--- config.mk ---
export PLATFORM = sky130hd
export DESIGN_NAME = imu_axis_smoothing_offset_trim_flat
export DESIGN_NICKNAME = d
export VERILOG_FILES = /design/src/hdl/imuaxs_pkg.sv /design/src/hdl/imuaxs_in_if.sv /design/src/hdl/imuaxs_out_if.sv /design/src/hdl/imuaxs_cfg_if.sv /design/src/hdl/imuaxs_cell.sv /design/src/hdl/imuaxs_window.sv /design/src/hdl/imu_axis_smoothing_offset_trim.sv /design/src/flat_wrapper.sv
export SDC_FILE = /design/constraint.sdc
export NUM_CORES = 2
export LEC_CHECK = 0
export ABC_AREA = 1
export BUFFER_PORTS_ARGS = -buffer_cell sky130_fd_sc_hd__buf_4
export CAP_MARGIN = 5
export CELL_PAD_IN_SITES_DETAIL_PLACEMENT = 1
export CELL_PAD_IN_SITES_GLOBAL_PLACEMENT = 1
export CORE_ASPECT_RATIO = 0.5
export CORE_MARGIN = 3
export CORE_UTILIZATION = 35
export DETAILED_ROUTE_END_ITERATION = 6
export PLACE_DENSITY = 0.74
export SLEW_MARGIN = 20
export SYNTH_ARGS = -nofsm -noshare
export SYNTH_HDL_FRONTEND = slang
export SYNTH_SLANG_ARGS = --single-unit
export TNS_END_PERCENT = 5
--- constraint.sdc ---
create_clock -name clk -period 16.9 [get_ports clk]
set_clock_uncertainty 0.1 [all_clocks]
set_input_delay 3.38 -clock clk [delete_from_list [all_inputs] [get_ports clk]]
set_output_delay 3.38 -clock clk [all_outputs]
set_load 0.02 [all_outputs]
--- src/hdl/imuaxs_pkg.sv ---
// Shared types, widths, operation codes and register indexes for the IMU smoothing block.
`default_nettype none
package imuaxs_pkg;

  localparam int WINDOW_TAPS_DEF   = 8;
  localparam int CALIB_SAMPLES_DEF = 32;

  localparam int SAMPLE_W   = 16;
  localparam int TICK_W     = 24;
  localparam int OP_W       = 2;
  localparam int CFG_IDX_W  = 3;
  localparam int CFG_DATA_W = 24;
  localparam int AXES       = 3;

  localparam logic [SAMPLE_W-1:0] ONE_G             = 16'd16384;
  localparam logic [TICK_W-1:0]   STARTUP_DELAY_RST = 24'd1000;

  // Operation codes carried by the sample channel.
  typedef logic [OP_W-1:0] op_t;
  localparam op_t OP_GYRO  = 2'd0;
  localparam op_t OP_ACCEL = 2'd1;
  localparam op_t OP_CALIB = 2'd2;

  // Configuration register indexes.
  typedef logic [CFG_IDX_W-1:0] reg_idx_t;
  localparam reg_idx_t REG_STARTUP_DELAY = 3'd0;
  localparam reg_idx_t REG_GYRO_TRIM_X   = 3'd1;
  localparam reg_idx_t REG_GYRO_TRIM_Y   = 3'd2;
  localparam reg_idx_t REG_GYRO_TRIM_Z   = 3'd3;
  localparam reg_idx_t REG_ACCEL_TRIM_X  = 3'd4;
  localparam reg_idx_t REG_ACCEL_TRIM_Y  = 3'd5;
  localparam reg_idx_t REG_ACCEL_TRIM_Z  = 3'd6;

  // One three-axis value, x in element 0, y in 1, z in 2.
  typedef logic [AXES-1:0][SAMPLE_W-1:0] axes_t;

endpackage
`default_nettype wire

--- src/hdl/imuaxs_in_if.sv ---
// Sample channel interface: operation, three axis readings and elapsed ticks.
`default_nettype none
interface imuaxs_in_if;
  logic                                 valid;
  logic                                 ready;
  logic [imuaxs_pkg::OP_W-1:0]          operation;
  logic signed [imuaxs_pkg::SAMPLE_W-1:0] sample_x;
  logic signed [imuaxs_pkg::SAMPLE_W-1:0] sample_y;
  logic signed [imuaxs_pkg::SAMPLE_W-1:0] sample_z;
  logic [imuaxs_pkg::TICK_W-1:0]        elapsed_ticks;

  modport source (output valid, operation, sample_x, sample_y, sample_z, elapsed_ticks,
                  input ready);
  modport sink (input valid, operation, sample_x, sample_y, sample_z, elapsed_ticks,
                output ready);
endinterface
`default_nettype wire

--- src/hdl/imuaxs_out_if.sv ---
// Result channel interface: trimmed and filtered axis values plus status flags.
`default_nettype none
interface imuaxs_out_if;
  logic                                   valid;
  logic                                   ready;
  logic signed [imuaxs_pkg::SAMPLE_W-1:0] out_x;
  logic signed [imuaxs_pkg::SAMPLE_W-1:0] out_y;
  logic signed [imuaxs_pkg::SAMPLE_W-1:0] out_z;
  logic signed [imuaxs_pkg::SAMPLE_W-1:0] filtered_x;
  logic signed [imuaxs_pkg::SAMPLE_W-1:0] filtered_y;
  logic signed [imuaxs_pkg::SAMPLE_W-1:0] filtered_z;
  logic                                   startup_hold;
  logic                                   calibration_done;

  modport source (output valid, out_x, out_y, out_z, filtered_x, filtered_y, filtered_z,
                  startup_hold, calibration_done, input ready);
  modport sink (input valid, out_x, out_y, out_z, filtered_x, filtered_y, filtered_z,
                startup_hold, calibration_done, output ready);
endinterface
`default_nettype wire

--- src/hdl/imuaxs_cfg_if.sv ---
// Configuration write channel interface: register index and write data.
`default_nettype none
interface imuaxs_cfg_if;
  logic                                  valid;
  logic                                  ready;
  logic [imuaxs_pkg::CFG_IDX_W-1:0]      index;
  logic [imuaxs_pkg::CFG_DATA_W-1:0]     data;

  modport source (output valid, index, data, input ready);
  modport sink (input valid, index, data, output ready);
endinterface
`default_nettype wire

--- src/hdl/imuaxs_cell.sv ---
// One window tap: holds a three-axis sample and takes its neighbor's on a push.
`default_nettype none
module imuaxs_cell (
  input  wire                 clk,
  input  wire                 rst,
  input  wire                 shift,
  input  imuaxs_pkg::axes_t   d,
  output imuaxs_pkg::axes_t   q
);

  always_ff @(posedge clk) begin
    if (rst) begin
      q <= '0;
    end else if (shift) begin
      q <= d;
    end
  end

endmodule
`default_nettype wire

--- src/hdl/imuaxs_window.sv ---
// Moving window: a chain of tap cells and a running per-axis sum.
`default_nettype none
module imuaxs_window #(
  parameter int WINDOW_TAPS = imuaxs_pkg::WINDOW_TAPS_DEF,
  parameter int SUM_W       = imuaxs_pkg::SAMPLE_W + $clog2(WINDOW_TAPS)
) (
  input  wire                                     clk,
  input  wire                                     rst,
  input  wire                                     push,
  input  imuaxs_pkg::axes_t                       sample,
  output logic [imuaxs_pkg::AXES-1:0][SUM_W-1:0]  sum_next
);

  localparam int EXT_W = SUM_W - imuaxs_pkg::SAMPLE_W;

  imuaxs_pkg::axes_t                      tap [WINDOW_TAPS];
  logic [imuaxs_pkg::AXES-1:0][SUM_W-1:0] sum;

  for (genvar i = 0; i < WINDOW_TAPS; i++) begin : g_tap
    if (i == 0) begin : g_head
      imuaxs_cell u_cell (.clk(clk), .rst(rst), .shift(push), .d(sample), .q(tap[i]));
    end else begin : g_body
      imuaxs_cell u_cell (.clk(clk), .rst(rst), .shift(push), .d(tap[i-1]), .q(tap[i]));
    end
  end

  // The sample leaving the tail is swapped for the one entering the head.
  always_comb begin
    for (int a = 0; a < imuaxs_pkg::AXES; a++) begin
      sum_next[a] = sum[a]
                  + {{EXT_W{sample[a][imuaxs_pkg::SAMPLE_W-1]}}, sample[a]}
                  - {{EXT_W{tap[WINDOW_TAPS-1][a][imuaxs_pkg::SAMPLE_W-1]}},
                     tap[WINDOW_TAPS-1][a]};
    end
  end

  always_ff @(posedge clk) begin
    if (rst) begin
      sum <= '0;
    end else if (push) begin
      sum <= sum_next;
    end
  end

endmodule
`default_nettype wire

--- src/hdl/imu_axis_smoothing_offset_trim.sv ---
// Top level: three-axis IMU moving-average filter with gyro bias calibration and trims.
// A sample passes through the stage 1, stage 2 and output registers on its way to the
// result channel. Throughput: one sample per cycle while the result channel takes
// results; the window sum is kept as a running sum in each window, so no stage holds
// more than a few 16 to 21 bit adds.
// Reset (rst, synchronous): windows, sums, bias and calibration count clear; the
// startup delay returns to 1000 ticks and all trims to zero. No clearing pass.
`default_nettype none
module imu_axis_smoothing_offset_trim #(
  parameter int WINDOW_TAPS   = imuaxs_pkg::WINDOW_TAPS_DEF,
  parameter int CALIB_SAMPLES = imuaxs_pkg::CALIB_SAMPLES_DEF
) (
  input wire            clk,
  input wire            rst,
  imuaxs_in_if.sink     sample,
  imuaxs_cfg_if.sink    cfg,
  imuaxs_out_if.source  result
);

  localparam int SW     = imuaxs_pkg::SAMPLE_W;
  localparam int NAX    = imuaxs_pkg::AXES;
  // Window sum width and the arithmetic shift that turns it into the average.
  localparam int SUM_W  = SW + $clog2(WINDOW_TAPS);
  localparam int SHIFT  = $clog2(WINDOW_TAPS + 1) - 1;
  // Calibration accumulator width, its averaging shift and the sample counter.
  localparam int CSUM_W = SW + $clog2(CALIB_SAMPLES);
  localparam int CSHIFT = $clog2(CALIB_SAMPLES + 1) - 1;
  localparam int CNT_W  = $clog2(CALIB_SAMPLES);
  localparam logic [CNT_W-1:0] CNT_LAST = CNT_W'(CALIB_SAMPLES - 1);

  // Configuration registers. The write port never stalls; an index past the
  // last register is taken and dropped.
  logic [imuaxs_pkg::TICK_W-1:0] startup_delay;
  imuaxs_pkg::axes_t             gyro_trim;
  imuaxs_pkg::axes_t             accel_trim;

  assign cfg.ready = 1'b1;

  always_ff @(posedge clk) begin
    if (rst) begin
      startup_delay <= imuaxs_pkg::STARTUP_DELAY_RST;
      gyro_trim     <= '0;
      accel_trim    <= '0;
    end else if (cfg.valid) begin
      unique case (cfg.index)
        imuaxs_pkg::REG_STARTUP_DELAY: startup_delay <= cfg.data;
        imuaxs_pkg::REG_GYRO_TRIM_X:   gyro_trim[0]  <= cfg.data[SW-1:0];
        imuaxs_pkg::REG_GYRO_TRIM_Y:   gyro_trim[1]  <= cfg.data[SW-1:0];
        imuaxs_pkg::REG_GYRO_TRIM_Z:   gyro_trim[2]  <= cfg.data[SW-1:0];
        imuaxs_pkg::REG_ACCEL_TRIM_X:  accel_trim[0] <= cfg.data[SW-1:0];
        imuaxs_pkg::REG_ACCEL_TRIM_Y:  accel_trim[1] <= cfg.data[SW-1:0];
        imuaxs_pkg::REG_ACCEL_TRIM_Z:  accel_trim[2] <= cfg.data[SW-1:0];
        default: ;
      endcase
    end
  end

  // Pipeline flow control. Each stage moves when the stage after it is empty or
  // moving, so a result waiting in the output register does not stop a sample
  // transfer while the earlier stages still have room.
  logic s1_valid, s2_valid, res_valid;
  logic adv1, adv2, adv3;
  logic accept;

  assign adv3         = !res_valid || result.ready;
  assign adv2         = !s2_valid || adv3;
  assign adv1         = !s1_valid || adv2;
  assign sample.ready = adv1;
  assign accept       = sample.valid && adv1;

  // Stage 1: the transfer pushes the sample into its sensor's window. Gyro and
  // calibration samples share the gyro window; an unused code touches neither.
  imuaxs_pkg::axes_t          smp;
  logic                       gyro_push, accel_push;
  logic [NAX-1:0][SUM_W-1:0]  gyro_sum_next, accel_sum_next;

  assign smp[0] = sample.sample_x;
  assign smp[1] = sample.sample_y;
  assign smp[2] = sample.sample_z;

  assign gyro_push  = accept && (sample.operation == imuaxs_pkg::OP_GYRO ||
                                 sample.operation == imuaxs_pkg::OP_CALIB);
  assign accel_push = accept && (sample.operation == imuaxs_pkg::OP_ACCEL);

  imuaxs_window #(.WINDOW_TAPS(WINDOW_TAPS), .SUM_W(SUM_W)) u_gyro_window (
    .clk(clk), .rst(rst), .push(gyro_push), .sample(smp), .sum_next(gyro_sum_next)
  );

  imuaxs_window #(.WINDOW_TAPS(WINDOW_TAPS), .SUM_W(SUM_W)) u_accel_window (
    .clk(clk), .rst(rst), .push(accel_push), .sample(smp), .sum_next(accel_sum_next)
  );

  imuaxs_pkg::op_t            s1_op;
  logic                       s1_hold;
  logic [NAX-1:0][SUM_W-1:0]  s1_sum;

  always_ff @(posedge clk) begin
    if (rst) begin
      s1_valid <= 1'b0;
    end else if (adv1) begin
      s1_valid <= sample.valid;
    end
  end

  // The hold flag is settled here; the user must keep the delay register stable while
  // samples are in flight, which the block itself does not enforce.
  always_ff @(posedge clk) begin
    if (accept) begin
      s1_op   <= sample.operation;
      s1_hold <= sample.elapsed_ticks < startup_delay;
      s1_sum  <= (sample.operation == imuaxs_pkg::OP_ACCEL) ? accel_sum_next
                                                             : gyro_sum_next;
    end
  end

  // Stage 2: average, bias removal and calibration. The bias is updated in this
  // stage, so a gyro sample right behind the last calibration sample sees it.
  imuaxs_pkg::axes_t           avg, filt, gyro_bias, bias_next;
  logic signed [SUM_W-1:0]     avg_wide [NAX];
  logic [NAX-1:0][CSUM_W-1:0]  calib_sums, csum_next;
  logic signed [CSUM_W-1:0]    bias_wide [NAX];
  logic [CNT_W-1:0]            calib_count;
  logic                        calib_take, calib_latch;

  always_comb begin
    for (int a = 0; a < NAX; a++) begin
      avg_wide[a]  = $signed(s1_sum[a]) >>> SHIFT;
      avg[a]       = avg_wide[a][SW-1:0];
      csum_next[a] = calib_sums[a] + {{(CSUM_W-SW){avg[a][SW-1]}}, avg[a]};
      bias_wide[a] = $signed(csum_next[a]) >>> CSHIFT;
      bias_next[a] = bias_wide[a][SW-1:0];
    end
    case (s1_op) inside
      imuaxs_pkg::OP_GYRO: begin
        for (int a = 0; a < NAX; a++) filt[a] = avg[a] - gyro_bias[a];
      end
      imuaxs_pkg::OP_ACCEL, imuaxs_pkg::OP_CALIB: filt = avg;
      default: filt = '0;
    endcase
  end

  assign calib_take  = adv2 && s1_valid && (s1_op == imuaxs_pkg::OP_CALIB);
  assign calib_latch = calib_take && (calib_count == CNT_LAST);

  always_ff @(posedge clk) begin
    if (rst) begin
      gyro_bias   <= '0;
      calib_sums  <= '0;
      calib_count <= '0;
    end else if (calib_latch) begin
      gyro_bias   <= bias_next;
      calib_sums  <= '0;
      calib_count <= '0;
    end else if (calib_take) begin
      calib_sums  <= csum_next;
      calib_count <= calib_count + CNT_W'(1);
    end
  end

  imuaxs_pkg::op_t    s2_op;
  logic               s2_hold, s2_done;
  imuaxs_pkg::axes_t  s2_filt;

  always_ff @(posedge clk) begin
    if (rst) begin
      s2_valid <= 1'b0;
    end else if (adv2) begin
      s2_valid <= s1_valid;
    end
  end

  always_ff @(posedge clk) begin
    if (adv2 && s1_valid) begin
      s2_op   <= s1_op;
      s2_hold <= s1_hold;
      s2_done <= calib_latch;
      s2_filt <= filt;
    end
  end

  // Stage 3: user trims and the one-g offset on accel z once the startup delay
  // has passed; the output register then holds the result until it is taken.
  imuaxs_pkg::axes_t res;

  always_comb begin
    res = s2_filt;
    if (!s2_hold) begin
      case (s2_op)
        imuaxs_pkg::OP_GYRO: begin
          for (int a = 0; a < NAX; a++) res[a] = s2_filt[a] - gyro_trim[a];
        end
        imuaxs_pkg::OP_ACCEL: begin
          for (int a = 0; a < NAX; a++) res[a] = s2_filt[a] - accel_trim[a];
          res[2] = s2_filt[2] - accel_trim[2] + imuaxs_pkg::ONE_G;
        end
        default: res = s2_filt;
      endcase
    end
  end

  always_ff @(posedge clk) begin
    if (rst) begin
      res_valid <= 1'b0;
    end else if (adv3) begin
      res_valid <= s2_valid;
    end
  end

  always_ff @(posedge clk) begin
    if (adv3 && s2_valid) begin
      result.out_x            <= res[0];
      result.out_y            <= res[1];
      result.out_z            <= res[2];
      result.filtered_x       <= s2_filt[0];
      result.filtered_y       <= s2_filt[1];
      result.filtered_z       <= s2_filt[2];
      result.startup_hold     <= s2_hold;
      result.calibration_done <= s2_done;
    end
  end

  assign result.valid = res_valid;

  // Latching a bias must restart the calibration count.
  a_latch_clears_count: assert property (@(posedge clk) disable iff (rst)
    calib_latch |=> calib_count == '0)
    else $error("calibration count not cleared after bias latch");

  // Only a calibration sample may report a new bias.
  a_done_only_calib: assert property (@(posedge clk) disable iff (rst)
    s2_valid && s2_done |-> s2_op == imuaxs_pkg::OP_CALIB)
    else $error("calibration_done set on a non-calibration sample");

  // An unused operation code yields a zero filtered value and no bias latch.
  a_unused_zero: assert property (@(posedge clk) disable iff (rst)
    s2_valid && s2_op != imuaxs_pkg::OP_GYRO && s2_op != imuaxs_pkg::OP_ACCEL &&
    s2_op != imuaxs_pkg::OP_CALIB |-> s2_filt == '0 && !s2_done)
    else $error("unused operation produced a nonzero result");

  // No more than one window moves for a single transfer.
  a_one_window: assert property (@(posedge clk) disable iff (rst)
    !(gyro_push && accel_push))
    else $error("both windows pushed by one transfer");

endmodule
`default_nettype wire
--- src/flat_wrapper.sv ---
// flat-port wrapper written by rule: the top's interface ports become plain ports
module imu_axis_smoothing_offset_trim_flat 
#(
  parameter int WINDOW_TAPS   = imuaxs_pkg::WINDOW_TAPS_DEF,
  parameter int CALIB_SAMPLES = imuaxs_pkg::CALIB_SAMPLES_DEF
)
  (clk, rst, sample_valid, sample_operation, sample_sample_x, sample_sample_y, sample_sample_z, sample_elapsed_ticks, sample_ready, cfg_valid, cfg_index, cfg_data, cfg_ready, result_valid, result_out_x, result_out_y, result_out_z, result_filtered_x, result_filtered_y, result_filtered_z, result_startup_hold, result_calibration_done, result_ready);
  imuaxs_in_if sample_i ();
  imuaxs_cfg_if cfg_i ();
  imuaxs_out_if result_i ();
  input wire clk;
  input wire rst;
  input wire logic [$bits(sample_i.valid)-1:0] sample_valid;
  input wire logic [$bits(sample_i.operation)-1:0] sample_operation;
  input wire logic [$bits(sample_i.sample_x)-1:0] sample_sample_x;
  input wire logic [$bits(sample_i.sample_y)-1:0] sample_sample_y;
  input wire logic [$bits(sample_i.sample_z)-1:0] sample_sample_z;
  input wire logic [$bits(sample_i.elapsed_ticks)-1:0] sample_elapsed_ticks;
  output wire logic [$bits(sample_i.ready)-1:0] sample_ready;
  input wire logic [$bits(cfg_i.valid)-1:0] cfg_valid;
  input wire logic [$bits(cfg_i.index)-1:0] cfg_index;
  input wire logic [$bits(cfg_i.data)-1:0] cfg_data;
  output wire logic [$bits(cfg_i.ready)-1:0] cfg_ready;
  output wire logic [$bits(result_i.valid)-1:0] result_valid;
  output wire logic [$bits(result_i.out_x)-1:0] result_out_x;
  output wire logic [$bits(result_i.out_y)-1:0] result_out_y;
  output wire logic [$bits(result_i.out_z)-1:0] result_out_z;
  output wire logic [$bits(result_i.filtered_x)-1:0] result_filtered_x;
  output wire logic [$bits(result_i.filtered_y)-1:0] result_filtered_y;
  output wire logic [$bits(result_i.filtered_z)-1:0] result_filtered_z;
  output wire logic [$bits(result_i.startup_hold)-1:0] result_startup_hold;
  output wire logic [$bits(result_i.calibration_done)-1:0] result_calibration_done;
  input wire logic [$bits(result_i.ready)-1:0] result_ready;
  assign sample_i.valid = sample_valid;
  assign sample_i.operation = sample_operation;
  assign sample_i.sample_x = sample_sample_x;
  assign sample_i.sample_y = sample_sample_y;
  assign sample_i.sample_z = sample_sample_z;
  assign sample_i.elapsed_ticks = sample_elapsed_ticks;
  assign sample_ready = sample_i.ready;
  assign cfg_i.valid = cfg_valid;
  assign cfg_i.index = cfg_index;
  assign cfg_i.data = cfg_data;
  assign cfg_ready = cfg_i.ready;
  assign result_valid = result_i.valid;
  assign result_out_x = result_i.out_x;
  assign result_out_y = result_i.out_y;
  assign result_out_z = result_i.out_z;
  assign result_filtered_x = result_i.filtered_x;
  assign result_filtered_y = result_i.filtered_y;
  assign result_filtered_z = result_i.filtered_z;
  assign result_startup_hold = result_i.startup_hold;
  assign result_calibration_done = result_i.calibration_done;
  assign result_i.ready = result_ready;
  imu_axis_smoothing_offset_trim #(.WINDOW_TAPS(WINDOW_TAPS), .CALIB_SAMPLES(CALIB_SAMPLES)) u_core (.clk(clk), .rst(rst), .sample(sample_i), .cfg(cfg_i), .result(result_i));
endmodule
==> run summary <==
The run finished with clean final reports. Walking the worst path, the cells encountered are buf_4 -> inv_2 -> nand4_1 -> buf_4. The end-of-flow core utilization came out at 0.397.

The maximum VDD drop came out at 0.0000611 V. The setup violation total in the final timing report came out at 0. The global-route usage over all layers is 0.204. By startpoint and endpoint, the worst setup path is classified as in2out.

The post-synthesis cell count came out at 9003. The latest clock arrival within the worst-skew pair is 800 ps. The slew at the pin closest to its max-slew limit came out at 1180 ps.

The synthesis warning total came out at 0. STA classifies the critical path endpoint as an output pin. The net count after synthesis came out at 9555. The remaining global-route overflow is 0. The number of resized instances in the post-cts repair step came out at 0.

OpenSTA, run right after detailed placement, puts the worst setup slack at 9100 ps. The initial antenna violation count came to 7. The tightest min-delay check is of the reg2reg type. The H-tree generated during clock tree synthesis spans 4 levels. The longest clock path from root to sink contains 4 buffers. The worst relative slew slack is 0.214.

The wire length per cell after detailed routing is 17.6 um. The average footprint of a synthesized cell is 7.41 sq um. The first global-routing pass estimated 325 mm of wire. The total cell area at the placement stage is 70100 sq um.

The cell area after technology mapping came out at 66700 sq um. The highest clock frequency the design can meet is 135 MHz. The critical path required time came out at 13420 ps. The highest fanout seen on the critical path came out at 4. After layout, the worst setup slack is 9480 ps. The cell that appears most often on the critical path is sky130_fd_sc_hd__buf_4. The met2 routed wirelength came out at 93.6 mm. In the layout the commonest cells are 1800 x sky130_fd_sc_hd__nor2_1, 1336 x sky130_fd_sc_hd__nand2_1, 1121 x sky130_fd_sc_hd__dfxtp_1. The dominant register cell in the synthesized netlist is sky130_fd_sc_hd__dfxtp_1.

The footprint of the multi-input gates came out at 32300 sq um. The initial standard-cell utilization of the core is 0.355. The detailed router used layers up to and including met4. The congestion estimate from routability-driven global placement came to 0.896.

The aggregate routed wire length came out at 205 mm. The number of DRC violations after detailed-routing iteration 0 is 3510. The worst path needs 7420 ps of the cycle, external delays included. The sequential cell area fraction in the yosys report came out at 0.427. 207 I/O pins were placed.

TritonCTS built the clock tree. The number of enable flip-flop cells after synthesis came out at 201. Measured along the y axis, the die boundary spans 315 um. The root buffer cell chosen for the clock tree is sky130_fd_sc_hd__clkbuf_16. The number of maximum-capacitance violations is 0. The slowest stage of the critical path is the sky130_fd_sc_hd__buf_4 cell. Adding up every negative setup slack in the final design gives 0 ps. The cell class contributing the biggest share of worst-path delay is buffers and inverters.

The total core area is 188000 sq um. After detailed routing, the number of remaining DRC violations is 0. The met3 wire length is 7.75 mm.

The cell area after layout came out at 74600 sq um. Input and output buffers added on the ports amount to 205. The total die area is 196000 sq um. The power density of the placed cells came out at 119 nW/um^2. The share of flip-flops with an asynchronous set or reset after synthesis came out at 0.

The routed metal-1 wirelength is 98.5 mm. The critical path buffer and inverter count is 3. The horizontal die dimension is 623 um. The post-route non-filler standard cell count is 11600. The placed wire-length estimate after detailed placement came out at 143 mm.

The maximum number of pins on one net before global-route repair is 230. The final period utilization came out at 0.439. The area growth from synthesis to layout is 11.8%. Setup repair after global routing left no endpoint under its margin. The static leakage came out at 35.9 nW. The clock transition time at the flip-flop clock pins of the worst setup and hold paths came out at 60 ps.

The total power is 8.91 mW. The number of rows in the core area came out at 112. The unique cell type count in the Yosys netlist is 45. Registers take 28500 sq um.

The layout has 23300 filler cells. The clock buffer count from CTS is 140. Clock tree synthesis found a total of 1322 sinks. The final hold slack is 329 ps. The launching element type of the critical path is a primary input. At the end of the flow, the number of nets in the layout was 9555. The count of vias placed by the detailed router came out at 58200. The library cell used most frequently in the layout, excluding fill and tap cells, is sky130_fd_sc_hd__nor2_1. The post-synthesis register bit count is 1322. The number of slew-limit violations in the final report came out at 0. The fraction of layout cells with a size suffix above 1 came out at 0.0579. The placed cell count is 11400. The remaining number of nets flagged by the antenna check after routing came out at 0. Using the TritonRoute via totals, the vias-per-cell ratio works out to 5.01. The via count of the first global-routing pass is 58600.

The critical path data arrival time came out at 3940 ps. The highest cell delay on the worst timing path is 210 ps. The count of final hold-check violations is 0. The number of buffers inserted for hold repair after clock tree synthesis is 0. The number of buffers inserted by post-CTS setup repair came out at 0. The first-pass iteration count of the detailed router is 6.
cell usage after synthesis, drive strengths merged, types with 4 or more instances:
cell type  number  area [sq um]
xnor2          34           298
edfxtp        201          6040
a21boi          4          30.0
or2            34           213
clkbuf        250           938
dfxtp        1121         22400
nand2        1341          5050
and2           26           163
xor2           65           569
o21a           43           323
nand3         421          2110
buf           138           738
o21bai         25           188
inv          1135          4260
mux2i          28           280
fa            118          2360
o31ai           5          37.5
o22ai           7          43.8
nor4            4          25.0
nor3b           8          60.1
nand3b         41           308
nor2         1804          6790
a21oi         563          2820
nand4          40           250
nor3           31           155
a31oi          18           113
o21ai        1113          5570
a22o           11          96.3
a21o           22           165
ha            328          4100
o211ai         17           128
worst reg2reg max path: cells and delay by family, from the launching register on:
family	cells	cell delay (ps)
buffers and inverters	4	3000
DFF	1	440
and+or+nand+nor	3	550
AOI/OAI and AO/OA	2	480
layer usage:
| layer | vias to the layer above | GRT usage |
|---|---|---|
| li1 | 28900 | - |
| met1 | 28300 | 0.281 |
| met2 | 804 | 0.339 |
| met3 | 249 | 0.0245 |
| met4 | 0 | 0.0535 |
| met5 | - | 0 |
flip-flops by register name, summed over array words and instances, names as in the netlist, 5 cells and up:
name / flops
u_core.calib_sums: 63
u_core.accel_trim: 48
u_core.u_accel_window.sum: 57
u_core.u_accel_window.g_tap.g_head.u_cell.q: 48
u_core.gyro_bias: 48
u_core.u_gyro_window.sum: 57
u_core.calib_count: 5
u_core.result.out_z: 16
u_core.result.out_y: 16
u_core.result.filtered_x: 16
u_core.u_accel_window.g_tap.g_body.u_cell.q: 336
u_core.avg: 48
u_core.u_gyro_window.g_tap.g_body.u_cell.q: 336
u_core.result.filtered_z: 16
u_core.u_gyro_window.g_tap.g_head.u_cell.q: 48
u_core.startup_delay: 24
u_core.gyro_trim: 48
u_core.result.out_x: 16
u_core.result.filtered_y: 16
u_core.s2_filt: 48
kinds of logic after synthesis:
kind of cell / synth area share
compound gates: 0.143
simple gates: 0.227
fa+ha+maj: 0.0969
other cells: 0.0000562
flops: 0.427
buf+inv: 0.0892
xor+xnor: 0.0130
mux: 0.00420
cell type report:
class	count	area share
repair buffers	246	0.0256
flip-flops and latches	1322	0.382
multi-input cells	6156	0.433
diodes	4	0.000134
clock inverters	56	0.00777
inverters	1137	0.0575
clock buffers	179	0.0520
well taps	2508	0.0421
worst paths after layout:
path / slack, ps / from / end / cells past startpoint
worst min-delay path: 330 / u_core.s1_hold / u_core.s2_hold / 0
worst min register to register: 330 / u_core.s1_hold / u_core.s2_hold / 0
worst max-delay path: 9480 / result_ready / sample_ready / 4
worst max register to register: 12290 / u_core.result.valid / register / 9
report_power, final:
group | leakage [nW] | total (mW) | internal, mW | switching (mW)
registers | 11.1 | 3.61 | 3.43 | 0.179
logic | 22.6 | 2.21 | 0.710 | 1.50
clock network | 2.22 | 3.09 | 1.77 | 1.33
total | 35.9 | 8.91 | 5.90 | 3.00
Power figures use the tool's default switching activity.
